### src/hw/rtl/upm_pkg.sv
// ----------------------------------------------------------------------------
// upm_pkg - shared types and tables of the underspeed pulse monitor
// Holds the sample and result word layouts, the hysteresis thresholds and the
// constant tables for the start-up delay and the underspeed timeout.
// ----------------------------------------------------------------------------
package upm_pkg;

	localparam int SampleW  = 8;
	localparam int CountW   = 10;
	localparam int RomDepth = 256;

	localparam logic [SampleW-1:0] PulseFallLevel = 8'h19;
	localparam logic [SampleW-1:0] PulseRiseLevel = 8'hE6;

	localparam int UpperHalf = 128;
	localparam int DelayBase = 100;
	localparam int SlowBase  = 1000;
	localparam int MidBase   = 100;
	localparam int FastEnd   = 10;
	localparam int Segments  = 9;

	localparam int MidStep  = (MidBase - FastEnd) / Segments;
	localparam int SlowStep = (SlowBase - MidBase) / Segments;

	// one setting step adds 256/72 ticks: a whole part and a remainder
	localparam int DelayScale = 256;
	localparam int DelayDiv   = 72;
	localparam int DelayStepQ = DelayScale / DelayDiv;
	localparam int DelayStepR = DelayScale % DelayDiv;

	localparam int Knots [10] = '{0, 6, 12, 20, 28, 39, 51, 67, 89, 128};

	typedef logic [CountW-1:0] rom_t [RomDepth];

	typedef struct packed {
		logic [SampleW-1:0] target_level;
		logic [SampleW-1:0] pulse_level;
	} sample_t;

	typedef struct packed {
		logic              relay_closed;
		logic              delay_active;
		logic              pulse_high;
		logic [CountW-1:0] elapsed_ticks;
		logic [CountW-1:0] timeout_ticks;
	} result_t;

	// Start-up delay per setting: 100 + setting*256/72 ticks (elaboration only)
	function automatic rom_t build_delay_rom();
		rom_t rom;
		int   quot;
		int   rem;
		quot = 0;
		rem  = 0;
		for (int s = 0; s < RomDepth; s++) begin
			rom[s] = CountW'(DelayBase + quot);
			// advance the running quotient by one setting step
			quot = quot + DelayStepQ;
			rem  = rem + DelayStepR;
			if (rem >= DelayDiv) begin
				rem  = rem - DelayDiv;
				quot = quot + 1;
			end
		end
		return rom;
	endfunction

	// Piecewise-linear timeout per target sample (elaboration only)
	function automatic rom_t build_timeout_rom();
		rom_t rom;
		int   v;
		int   base;
		int   step;
		int   seg;
		int   span;
		int   num;
		int   frac;
		for (int h = 0; h < RomDepth; h++) begin
			if (h >= UpperHalf) begin
				v    = h - UpperHalf;
				base = MidBase;
				step = MidStep;
			end else begin
				v    = h;
				base = SlowBase;
				step = SlowStep;
			end
			seg = 0;
			for (int k = 1; k < Segments; k++) begin
				if (Knots[k] <= v) begin
					seg = k;
				end
			end
			// scale the offset along the segment by its span
			span = Knots[seg + 1] - Knots[seg];
			num  = step * (v - Knots[seg]);
			frac = 0;
			while (num >= span) begin
				num  = num - span;
				frac = frac + 1;
			end
			rom[h] = CountW'(base - seg * step - frac);
		end
		return rom;
	endfunction

	localparam rom_t DelayRom   = build_delay_rom();
	localparam rom_t TimeoutRom = build_timeout_rom();

endpackage

### src/hw/rtl/upm_if.sv
// ----------------------------------------------------------------------------
// upm_if - valid/ready channels of the underspeed pulse monitor
// upm_sample_if carries one tick of samples, upm_result_if one status word.
// ----------------------------------------------------------------------------
interface upm_sample_if;
	logic                       valid;
	logic                       ready;
	logic [upm_pkg::SampleW-1:0] target_level;
	logic [upm_pkg::SampleW-1:0] pulse_level;

	modport source (output valid, output target_level, output pulse_level, input ready);
	modport sink   (input valid, input target_level, input pulse_level, output ready);
endinterface

interface upm_result_if;
	logic                      valid;
	logic                      ready;
	logic                      relay_closed;
	logic                      delay_active;
	logic                      pulse_high;
	logic [upm_pkg::CountW-1:0] elapsed_ticks;
	logic [upm_pkg::CountW-1:0] timeout_ticks;

	modport source (output valid, output relay_closed, output delay_active,
		output pulse_high, output elapsed_ticks, output timeout_ticks, input ready);
	modport sink   (input valid, input relay_closed, input delay_active,
		input pulse_high, input elapsed_ticks, input timeout_ticks, output ready);
endinterface

### src/hw/rtl/underspeed_pulse_monitor.sv
// ----------------------------------------------------------------------------
// underspeed_pulse_monitor - relay trip on missing speed pulses
// Each sample word is one tick with a target sample and a pulse level; each
// tick yields one status word on the result channel.
//
// Channels: sample (valid/ready, target_level and pulse_level), status
// (valid/ready, relay_closed, delay_active, pulse_high, elapsed_ticks,
// timeout_ticks). cfg_wr_en/cfg_wr_data write the start-up delay setting,
// which is read on the first tick after reset; write it while idle.
// Path: an accepted word passes the input register and then the result
// register before it is on status.
// Throughput: one word per cycle while status is not held off; the per-tick
// update is a table lookup, a 10-bit increment and a 10-bit compare between
// those two registers.
// Reset: arst_n clears the channels and the monitor: not started, pulse high,
// count zero, relay closed, setting zero.
// Stall: while status is held off, the result register keeps its word, the
// input register keeps one more, and sample.ready drops; no word is lost.
// ----------------------------------------------------------------------------
module underspeed_pulse_monitor (
	input  logic                        clk,
	input  logic                        arst_n,
	input  logic                        cfg_wr_en,
	input  logic [upm_pkg::SampleW-1:0] cfg_wr_data,
	upm_sample_if.sink                  sample,
	upm_result_if.source                status
);

	logic             valid_s1;
	upm_pkg::sample_t word_s1;
	logic             advance;
	logic             fire;
	upm_pkg::result_t result;

	assign fire = valid_s1 && advance;

	upm_in_stage u_in_stage (
		.clk      (clk),
		.arst_n   (arst_n),
		.sample   (sample),
		.advance  (advance),
		.valid_s1 (valid_s1),
		.word_s1  (word_s1)
	);

	upm_core u_core (
		.clk         (clk),
		.arst_n      (arst_n),
		.cfg_wr_en   (cfg_wr_en),
		.cfg_wr_data (cfg_wr_data),
		.fire        (fire),
		.word_s1     (word_s1),
		.result      (result)
	);

	upm_out_stage u_out_stage (
		.clk      (clk),
		.arst_n   (arst_n),
		.valid_s1 (valid_s1),
		.result   (result),
		.advance  (advance),
		.status   (status)
	);

endmodule

### src/hw/rtl/upm_in_stage.sv
// ----------------------------------------------------------------------------
// upm_in_stage - input register
// Captures one sample word per cycle and holds it while the result side stalls.
// ----------------------------------------------------------------------------
module upm_in_stage (
	input  logic              clk,
	input  logic              arst_n,
	upm_sample_if.sink        sample,
	input  logic              advance,
	output logic              valid_s1,
	output upm_pkg::sample_t  word_s1
);

	logic load;

	// take a new word whenever the stage is empty or drains this cycle
	assign load         = !valid_s1 || advance;
	assign sample.ready = load;

	// hold the valid flag
	always_ff @(posedge clk or negedge arst_n) begin
		if (!arst_n) begin
			valid_s1 <= 1'b0;
		end else if (load) begin
			valid_s1 <= sample.valid;
		end
	end

	// capture the payload
	always_ff @(posedge clk) begin
		if (load && sample.valid) begin
			word_s1.target_level <= sample.target_level;
			word_s1.pulse_level  <= sample.pulse_level;
		end
	end

endmodule

### src/hw/rtl/upm_core.sv
// ----------------------------------------------------------------------------
// upm_core - monitor state and per-tick update
// Runs the start-up delay, the pulse hysteresis, the elapsed counter and the
// trip latch, and forms the status word for the tick in stage one.
// ----------------------------------------------------------------------------
module upm_core (
	input  logic                       clk,
	input  logic                       arst_n,
	input  logic                       cfg_wr_en,
	input  logic [upm_pkg::SampleW-1:0] cfg_wr_data,
	input  logic                       fire,
	input  upm_pkg::sample_t           word_s1,
	output upm_pkg::result_t           result
);

	localparam logic [upm_pkg::CountW-1:0] CountMax = '1;

	logic [upm_pkg::SampleW-1:0] delay_setting_q;
	logic                        started_q, started_d;
	logic [upm_pkg::CountW-1:0]  delay_rem_q, delay_rem_d;
	logic [upm_pkg::CountW-1:0]  elapsed_q, elapsed_d;
	logic                        pulse_q, pulse_d;
	logic                        trip_q, trip_d;
	logic                        in_delay;
	logic [upm_pkg::CountW-1:0]  timeout;
	logic [upm_pkg::CountW-1:0]  timeout_out;

	// store the delay setting
	always_ff @(posedge clk or negedge arst_n) begin
		if (!arst_n) begin
			delay_setting_q <= '0;
		end else if (cfg_wr_en) begin
			delay_setting_q <= cfg_wr_data;
		end
	end

	// advance the monitor by one tick
	always_comb begin
		started_d   = started_q;
		delay_rem_d = delay_rem_q;
		elapsed_d   = elapsed_q;
		pulse_d     = pulse_q;
		trip_d      = trip_q;
		in_delay    = 1'b0;
		timeout     = upm_pkg::TimeoutRom[word_s1.target_level];
		timeout_out = '0;
		if (trip_q) begin
			timeout_out = timeout;
		end else if (!started_q) begin
			// first tick loads the delay and counts as one of its ticks
			started_d   = 1'b1;
			delay_rem_d = upm_pkg::DelayRom[delay_setting_q] - 10'd1;
			in_delay    = 1'b1;
		end else if (delay_rem_q != '0) begin
			delay_rem_d = delay_rem_q - 10'd1;
			in_delay    = 1'b1;
		end else begin
			timeout_out = timeout;
			if (elapsed_q != CountMax) begin
				elapsed_d = elapsed_q + 10'd1;
			end
			if (pulse_q) begin
				pulse_d = word_s1.pulse_level > upm_pkg::PulseFallLevel;
				if (!pulse_d) begin
					elapsed_d = '0;
				end
			end else begin
				pulse_d = word_s1.pulse_level > upm_pkg::PulseRiseLevel;
			end
			trip_d = elapsed_d >= timeout;
		end
	end

	// update the state on each processed tick
	always_ff @(posedge clk or negedge arst_n) begin
		if (!arst_n) begin
			started_q   <= 1'b0;
			delay_rem_q <= '0;
			elapsed_q   <= '0;
			pulse_q     <= 1'b1;
			trip_q      <= 1'b0;
		end else if (fire) begin
			started_q   <= started_d;
			delay_rem_q <= delay_rem_d;
			elapsed_q   <= elapsed_d;
			pulse_q     <= pulse_d;
			trip_q      <= trip_d;
		end
	end

	// form the status word
	always_comb begin
		result.relay_closed  = !trip_d;
		result.delay_active  = in_delay;
		result.pulse_high    = pulse_d;
		result.elapsed_ticks = elapsed_d;
		result.timeout_ticks = timeout_out;
	end

endmodule

### src/hw/rtl/upm_out_stage.sv
// ----------------------------------------------------------------------------
// upm_out_stage - result register
// Holds one status word until the receiver takes it.
// ----------------------------------------------------------------------------
module upm_out_stage (
	input  logic             clk,
	input  logic             arst_n,
	input  logic             valid_s1,
	input  upm_pkg::result_t result,
	output logic             advance,
	upm_result_if.source     status
);

	logic             valid_q;
	upm_pkg::result_t result_q;

	// drain stage one when the register is empty or being read
	assign advance = !valid_q || status.ready;

	// hold the valid flag
	always_ff @(posedge clk or negedge arst_n) begin
		if (!arst_n) begin
			valid_q <= 1'b0;
		end else if (advance) begin
			valid_q <= valid_s1;
		end
	end

	// capture the word
	always_ff @(posedge clk) begin
		if (advance && valid_s1) begin
			result_q <= result;
		end
	end

	assign status.valid         = valid_q;
	assign status.relay_closed  = result_q.relay_closed;
	assign status.delay_active  = result_q.delay_active;
	assign status.pulse_high    = result_q.pulse_high;
	assign status.elapsed_ticks = result_q.elapsed_ticks;
	assign status.timeout_ticks = result_q.timeout_ticks;

endmodule

### src/flat_wrapper.sv
// flat-port wrapper written by rule: the top's interface ports become plain ports
module underspeed_pulse_monitor_flat 
  (clk, arst_n, cfg_wr_en, cfg_wr_data, sample_valid, sample_target_level, sample_pulse_level, sample_ready, status_valid, status_relay_closed, status_delay_active, status_pulse_high, status_elapsed_ticks, status_timeout_ticks, status_ready);
  upm_sample_if sample_i ();
  upm_result_if status_i ();
  input  logic clk;
  input  logic arst_n;
  input  logic cfg_wr_en;
  input  logic [upm_pkg::SampleW-1:0] cfg_wr_data;
  input wire logic [$bits(sample_i.valid)-1:0] sample_valid;
  input wire logic [$bits(sample_i.target_level)-1:0] sample_target_level;
  input wire logic [$bits(sample_i.pulse_level)-1:0] sample_pulse_level;
  output wire logic [$bits(sample_i.ready)-1:0] sample_ready;
  output wire logic [$bits(status_i.valid)-1:0] status_valid;
  output wire logic [$bits(status_i.relay_closed)-1:0] status_relay_closed;
  output wire logic [$bits(status_i.delay_active)-1:0] status_delay_active;
  output wire logic [$bits(status_i.pulse_high)-1:0] status_pulse_high;
  output wire logic [$bits(status_i.elapsed_ticks)-1:0] status_elapsed_ticks;
  output wire logic [$bits(status_i.timeout_ticks)-1:0] status_timeout_ticks;
  input wire logic [$bits(status_i.ready)-1:0] status_ready;
  assign sample_i.valid = sample_valid;
  assign sample_i.target_level = sample_target_level;
  assign sample_i.pulse_level = sample_pulse_level;
  assign sample_ready = sample_i.ready;
  assign status_valid = status_i.valid;
  assign status_relay_closed = status_i.relay_closed;
  assign status_delay_active = status_i.delay_active;
  assign status_pulse_high = status_i.pulse_high;
  assign status_elapsed_ticks = status_i.elapsed_ticks;
  assign status_timeout_ticks = status_i.timeout_ticks;
  assign status_i.ready = status_ready;
  underspeed_pulse_monitor u_core (.clk(clk), .arst_n(arst_n), .cfg_wr_en(cfg_wr_en), .cfg_wr_data(cfg_wr_data), .sample(sample_i), .status(status_i));
endmodule
### config.mk
export PLATFORM = sky130hd
export DESIGN_NAME = underspeed_pulse_monitor_flat
export DESIGN_NICKNAME = d
export VERILOG_FILES = /design/src/hw/rtl/upm_pkg.sv /design/src/hw/rtl/upm_if.sv /design/src/hw/rtl/underspeed_pulse_monitor.sv /design/src/hw/rtl/upm_in_stage.sv /design/src/hw/rtl/upm_core.sv /design/src/hw/rtl/upm_out_stage.sv /design/src/flat_wrapper.sv
export SDC_FILE = /design/constraint.sdc
export NUM_CORES = 1
export LEC_CHECK = 0
export ABC_AREA = 1
export BUFFER_PORTS_ARGS = -buffer_cell sky130_fd_sc_hd__buf_2
export CAP_MARGIN = 15
export CORE_UTILIZATION = 43
export DETAILED_ROUTE_END_ITERATION = 6
export GPL_ROUTABILITY_DRIVEN = 1
export HOLD_SLACK_MARGIN = 0.12
export MAX_ROUTING_LAYER = met4
export PLACE_DENSITY = 0.6
export SYNTH_ARGS = -nofsm -noshare
export SYNTH_HDL_FRONTEND = slang
export SYNTH_SLANG_ARGS = --single-unit
### constraint.sdc
create_clock -name clk -period 3.67 [get_ports clk]
set_input_delay 0.1835 -clock clk [delete_from_list [all_inputs] [get_ports clk]]
set_output_delay 0.1835 -clock clk [all_outputs]
set_load 0.1 [all_outputs]
==> results.rst <==
.. list-table::
   :header-rows: 1

   * - Metric
     - Value
   * - Part of the power in the clock network
     - 24.4%
   * - Largest clock skew in the final design
     - 8.86 ps
   * - Sequential group share of total power
     - 30.5%
   * - Mapped Cells
     - 1060
   * - Number of primary I/O pins
     - 54
   * - Largest net degree at the start of global routing
     - 42
   * - Hold_sp
     - status_ready
   * - Violation count after the first detailed-route iteration
     - 742
   * - Number of warnings issued by yosys
     - 0
   * - Result of the run
     - finished clean
   * - Register-to-register setup slack
     - 200 ps
   * - Post-route non-filler standard cell count
     - 1355
   * - Clock insertion delay at the later pin of the skew report
     - 330 ps
   * - Setup slack after placement
     - 248 ps
   * - Share of synthesized cell area in full adder, half adder and majority cells
     - 6.30%
   * - Startpoint of the worst register-to-register path
     - u_core.u_in_stage.word_s1[10]
   * - Worst hold slack across all endpoints
     - 133 ps
   * - Clock Sinks
     - 72
   * - Remaining routing DRC violations
     - 0
   * - Count of final hold-check violations
     - 0
   * - Leading cell types by total area after synthesis
     - sky130_fd_sc_hd__edfxtp_1 17%, sky130_fd_sc_hd__nand2_1 17%, sky130_fd_sc_hd__dfrtp_1 12%
   * - H-tree depth reported by CTS
     - 3
   * - Root Buffer Master
     - sky130_fd_sc_hd__clkbuf_16
   * - Residual antenna-violating net count after detailed routing
     - 0
   * - Hold-critical path endpoint
     - u_core.u_out_stage.status.valid
   * - Core Rows
     - 45
   * - Floorplan die area
     - 0.0162 mm^2
   * - Count of different cell masters after synthesis
     - 44
   * - Post-Place Cell Area
     - 0.00738 mm^2
   * - Core area
     - 0.0153 mm^2
   * - Maximum frequency from static timing analysis
     - 288 MHz
   * - Number of buffers inserted to repair setup after CTS
     - 0
   * - IO buf count
     - 53
   * - PwrDens
     - 450 mW/mm^2
   * - Total power
     - 3.57 mW
   * - Net switching share of the total power
     - 44.9%
   * - Number of placed instances, taps included
     - 1314
   * - Effective utilization at floorplan
     - 44.2%
   * - Measured slew at the worst slew-check pin
     - 834 ps
   * - Required time at the endpoint of the critical path
     - 3740 ps
   * - Mean cell area of the mapped netlist
     - 6.37 um^2
   * - Final number of max-transition violations
     - 0
   * - Part of the Yosys area used for sequential elements
     - 29.6%
   * - Total wire length after detailed routing
     - 22300 um
   * - Residual overflow from global routing
     - 0
   * - Unrepaired setup endpoints after global routing
     - no
   * - Internal power of the cells
     - 1.97 mW
   * - Maximum ir drop on the vdd rail
     - 0.000341 V
   * - Synthesized-area fraction occupied by ao, oa, aoi and oai cells
     - 17.8%
   * - Layout Utilization
     - 52.0%
   * - Synth Area in XOR/XNOR
     - 0%
   * - GRT Overall Usage
     - 29.1%
   * - Critical Path Fanout Max
     - 12
   * - Routed via count divided by cell count
     - 5.67
   * - Data arrival time at the worst-slack endpoint
     - 3540 ps
   * - Antenna violations before repair
     - 0
   * - Worst setup slack after layout
     - 199 ps
   * - Number of failing setup endpoints in the final timing report
     - 0
   * - Combinational group share of total power
     - 45.1%
   * - Clock buffer count from CTS
     - 9
   * - Worst Setup End Kind
     - register
   * - Critical Path Source Type
     - register
   * - Area of the mapped netlist
     - 0.00675 mm^2
   * - Post-synth EDFFs
     - 39
   * - Fraction of synthesized area in multiplexers
     - 0%
   * - Worst rel slew slack
     - 44.4%
   * - Fraction of final layout cells with drive strength greater than 1
     - 11.2%
   * - Main combinational cell family by area after synthesis
     - simple AND/OR/NAND/NOR gates
   * - Type of the worst setup path
     - reg -> reg
   * - Flop and latch count out of synthesis
     - 72
   * - Signed area change from the synthesized netlist to the final layout
     - 17.6%
   * - Static leakage
     - 3.86 nW
   * - Antenna Cells
     - 0
   * - TritonCTS clock tree
     - yes
   * - Routability congestion estimate
     - 0.981
   * - Overall die width
     - 127 um
   * - Proportion of netlist area held by the largest area contributor
     - 17.3%
   * - Clock-pin slew of the registers on the worst-case setup and hold paths
     - 60 ps
   * - Switch Pwr
     - 1.60 mW
   * - Wire length per cell after detailed routing
     - 16.4 um
   * - Final-stage net count
     - 1202
   * - Final period utilization
     - 94.6%
   * - Post-route setup TNS
     - 0 ps
   * - Wire length of the first global-routing pass
     - 36100 um
   * - Class of the most critical hold timing path
     - in -> reg
   * - Net count after synthesis
     - 1123
   * - Length of the first detailed-routing pass in iterations
     - 6
   * - Synthesized-area fraction occupied by and/or/nand/nor cells
     - 36.8%
   * - End of the worst register-to-register path
     - u_core.u_out_stage.status.relay_closed
   * - Die span in y
     - 127 um
   * - DP HPWL
     - 16600 um
   * - Minimum period implied by the final worst setup slack
     - 3470 ps
   * - Worst hold path stage count
     - 4
   * - Leading area contributor after synthesis
     - sky130_fd_sc_hd__edfxtp_1
   * - MaxCap Viol Count
     - 0
   * - Logic depth of the worst register-to-register path
     - 13
   * - Number of global-route vias before repair
     - 7082
   * - Maximum count of clock buffers along a single path
     - 2
   * - Post-Layout Inst Area
     - 0.00794 mm^2
   * - Leading register cell type out of synthesis
     - sky130_fd_sc_hd__edfxtp_1
   * - Total via count in the routed design
     - 7681
   * - Fraction of synthesis flops using an asynchronous set or reset pin
     - 45.8%
   * - Number of fill cells in the layout
     - 1587
==> metal layers <==
metal	up-vias	wire, um	part of all wire (%)	global-route usage [%]
li1	3751	-	-	-
met1	3526	9480	43	35.4
met2	326	10500	47	48.1
met3	78	1420	6.4	4.15
met4	0	847	3.8	12.4
met5	-	0	0	-
==> power groups by stage <==
stage	sequential [mW]	combinational, mW	clock, mW
final	1.09	1.61	0.871
after global routing	1.10	1.78	0.917
after CTS	1.09	1.59	0.889
after detailed placement	1.10	1.56	0
after global placement	1.10	1.58	0
after floorplan	1.45	0.837	0
==> worst max-delay path by stage <==
stage	from	end	slack [ps]	cells past startpoint
final	u_core.u_in_stage.word_s1[10]	u_core.u_out_stage.status.relay_closed	200	13
after global routing	u_core.u_in_stage.word_s1[9]	u_core.u_out_stage.status.relay_closed	30	15
after CTS	u_core.u_in_stage.word_s1[11]	u_core.u_out_stage.status.relay_closed	220	12
after detailed placement	u_core.u_in_stage.word_s1[11]	u_core.u_out_stage.status.relay_closed	250	12
after global placement	u_core.u_in_stage.word_s1[8]	u_core.u_out_stage.status.relay_closed	260	15
after floorplan	u_core.u_in_stage.word_s1[9]	u_core.u_out_stage.status.relay_closed	340	16
==> cell usage in the layout, fill, tap and decap left out, types with 6 or more instances in the layout <==
master / n
sky130_fd_sc_hd__edfxtp_1: 39
sky130_fd_sc_hd__ha_1: 34
sky130_fd_sc_hd__o31ai_1: 6
sky130_fd_sc_hd__dlygate4sd3_1: 25
sky130_fd_sc_hd__o21ai_1: 9
sky130_fd_sc_hd__nor3_1: 7
sky130_fd_sc_hd__inv_1: 104
sky130_fd_sc_hd__o21ai_0: 96
sky130_fd_sc_hd__nor2_2: 6
sky130_fd_sc_hd__o2111ai_1: 7
sky130_fd_sc_hd__nand3_1: 141
sky130_fd_sc_hd__o211ai_1: 13
sky130_fd_sc_hd__buf_4: 35
sky130_fd_sc_hd__dfrtp_1: 32
sky130_fd_sc_hd__clkbuf_16: 9
sky130_fd_sc_hd__nor2_1: 97
sky130_fd_sc_hd__a31oi_1: 9
sky130_fd_sc_hd__inv_2: 6
sky130_fd_sc_hd__a21oi_1: 45
sky130_fd_sc_hd__nand4_1: 13
sky130_fd_sc_hd__nand2_1: 305
sky130_fd_sc_hd__buf_2: 53
sky130_fd_sc_hd__o221ai_1: 7
==> critical path, stage by stage (launching register included) <==
cell and delay [ps]:
sky130_fd_sc_hd__edfxtp_1 380, sky130_fd_sc_hd__inv_1 320, sky130_fd_sc_hd__ha_1 310, sky130_fd_sc_hd__inv_1 140, sky130_fd_sc_hd__o21ai_0 190, sky130_fd_sc_hd__o22ai_1 200, sky130_fd_sc_hd__nand2_1 70, sky130_fd_sc_hd__o2111ai_1 120
sky130_fd_sc_hd__a31oi_1 180, sky130_fd_sc_hd__ha_1 340, sky130_fd_sc_hd__nand2_1 90, sky130_fd_sc_hd__or4_1 520, sky130_fd_sc_hd__o2111ai_1 230, sky130_fd_sc_hd__a21oi_1 110
==> cells in the mapped netlist (all sizes together), types with 2 or more instances <==
| library cell | instances |
|---|---|
| o21ai | 105 |
| clkbuf | 27 |
| o21a | 2 |
| a31oi | 9 |
| nand2 | 307 |
| dfrtp | 32 |
| nand3b | 2 |
| o22ai | 5 |
| a32oi | 2 |
| ha | 34 |
| edfxtp | 39 |
| o221ai | 7 |
| o311ai | 2 |
| or2 | 2 |
| buf | 21 |
| nor2 | 106 |
| o211ai | 13 |
| nor4 | 3 |
| o31ai | 6 |
| clkinv | 2 |
| nand4 | 13 |
| inv | 110 |
| o2111ai | 7 |
| nor3 | 8 |
| a21oi | 45 |
| a211oi | 2 |
| nand3 | 141 |
==> cells by family after synthesis <==
| family | count (synthesis) |
|---|---|
| compound gates | 209 |
| flops | 72 |
| simple gates | 585 |
| buf+inv | 160 |
| fa+ha+maj | 34 |
==> repair_timing <==
item | CTS | global route
hold endpoints to repair | 56 | 0
endpoints found under the setup margin | 0 | 2
hold buffers | 25 | 0
gates resized for setup | 0 | 3
==> cell type report <==
class	instances	area (um^2)	share of cell area, %
multi-input cells	828	4120	51.9
clock buffers	9	225	2.84
flip-flops and latches	72	2000	25.2
repair buffers	116	838	10.6
well taps	211	264	3.33
clock inverters	7	71.3	0.899
inverters	112	420	5.30
==> state kept, by name, summed over array words and instances, names as in the netlist <==
register / count
u_core.u_in_stage.word_s1: 16
u_core.u_core.delay_rem_q: 10
u_core.u_core.elapsed_q: 10
u_core.u_out_stage.status.elapsed_ticks: 10
u_core.u_out_stage.status.timeout_ticks: 10
u_core.u_core.delay_setting_q: 8
u_core.u_core.pulse_q: 1
u_core.u_core.started_q: 1
u_core.u_core.trip_q: 1
u_core.u_in_stage.valid_s1: 1
u_core.u_out_stage.status.delay_active: 1
u_core.u_out_stage.status.pulse_high: 1
u_core.u_out_stage.status.relay_closed: 1
u_core.u_out_stage.status.valid: 1
No activity file was read; power rests on OpenSTA's default activity.
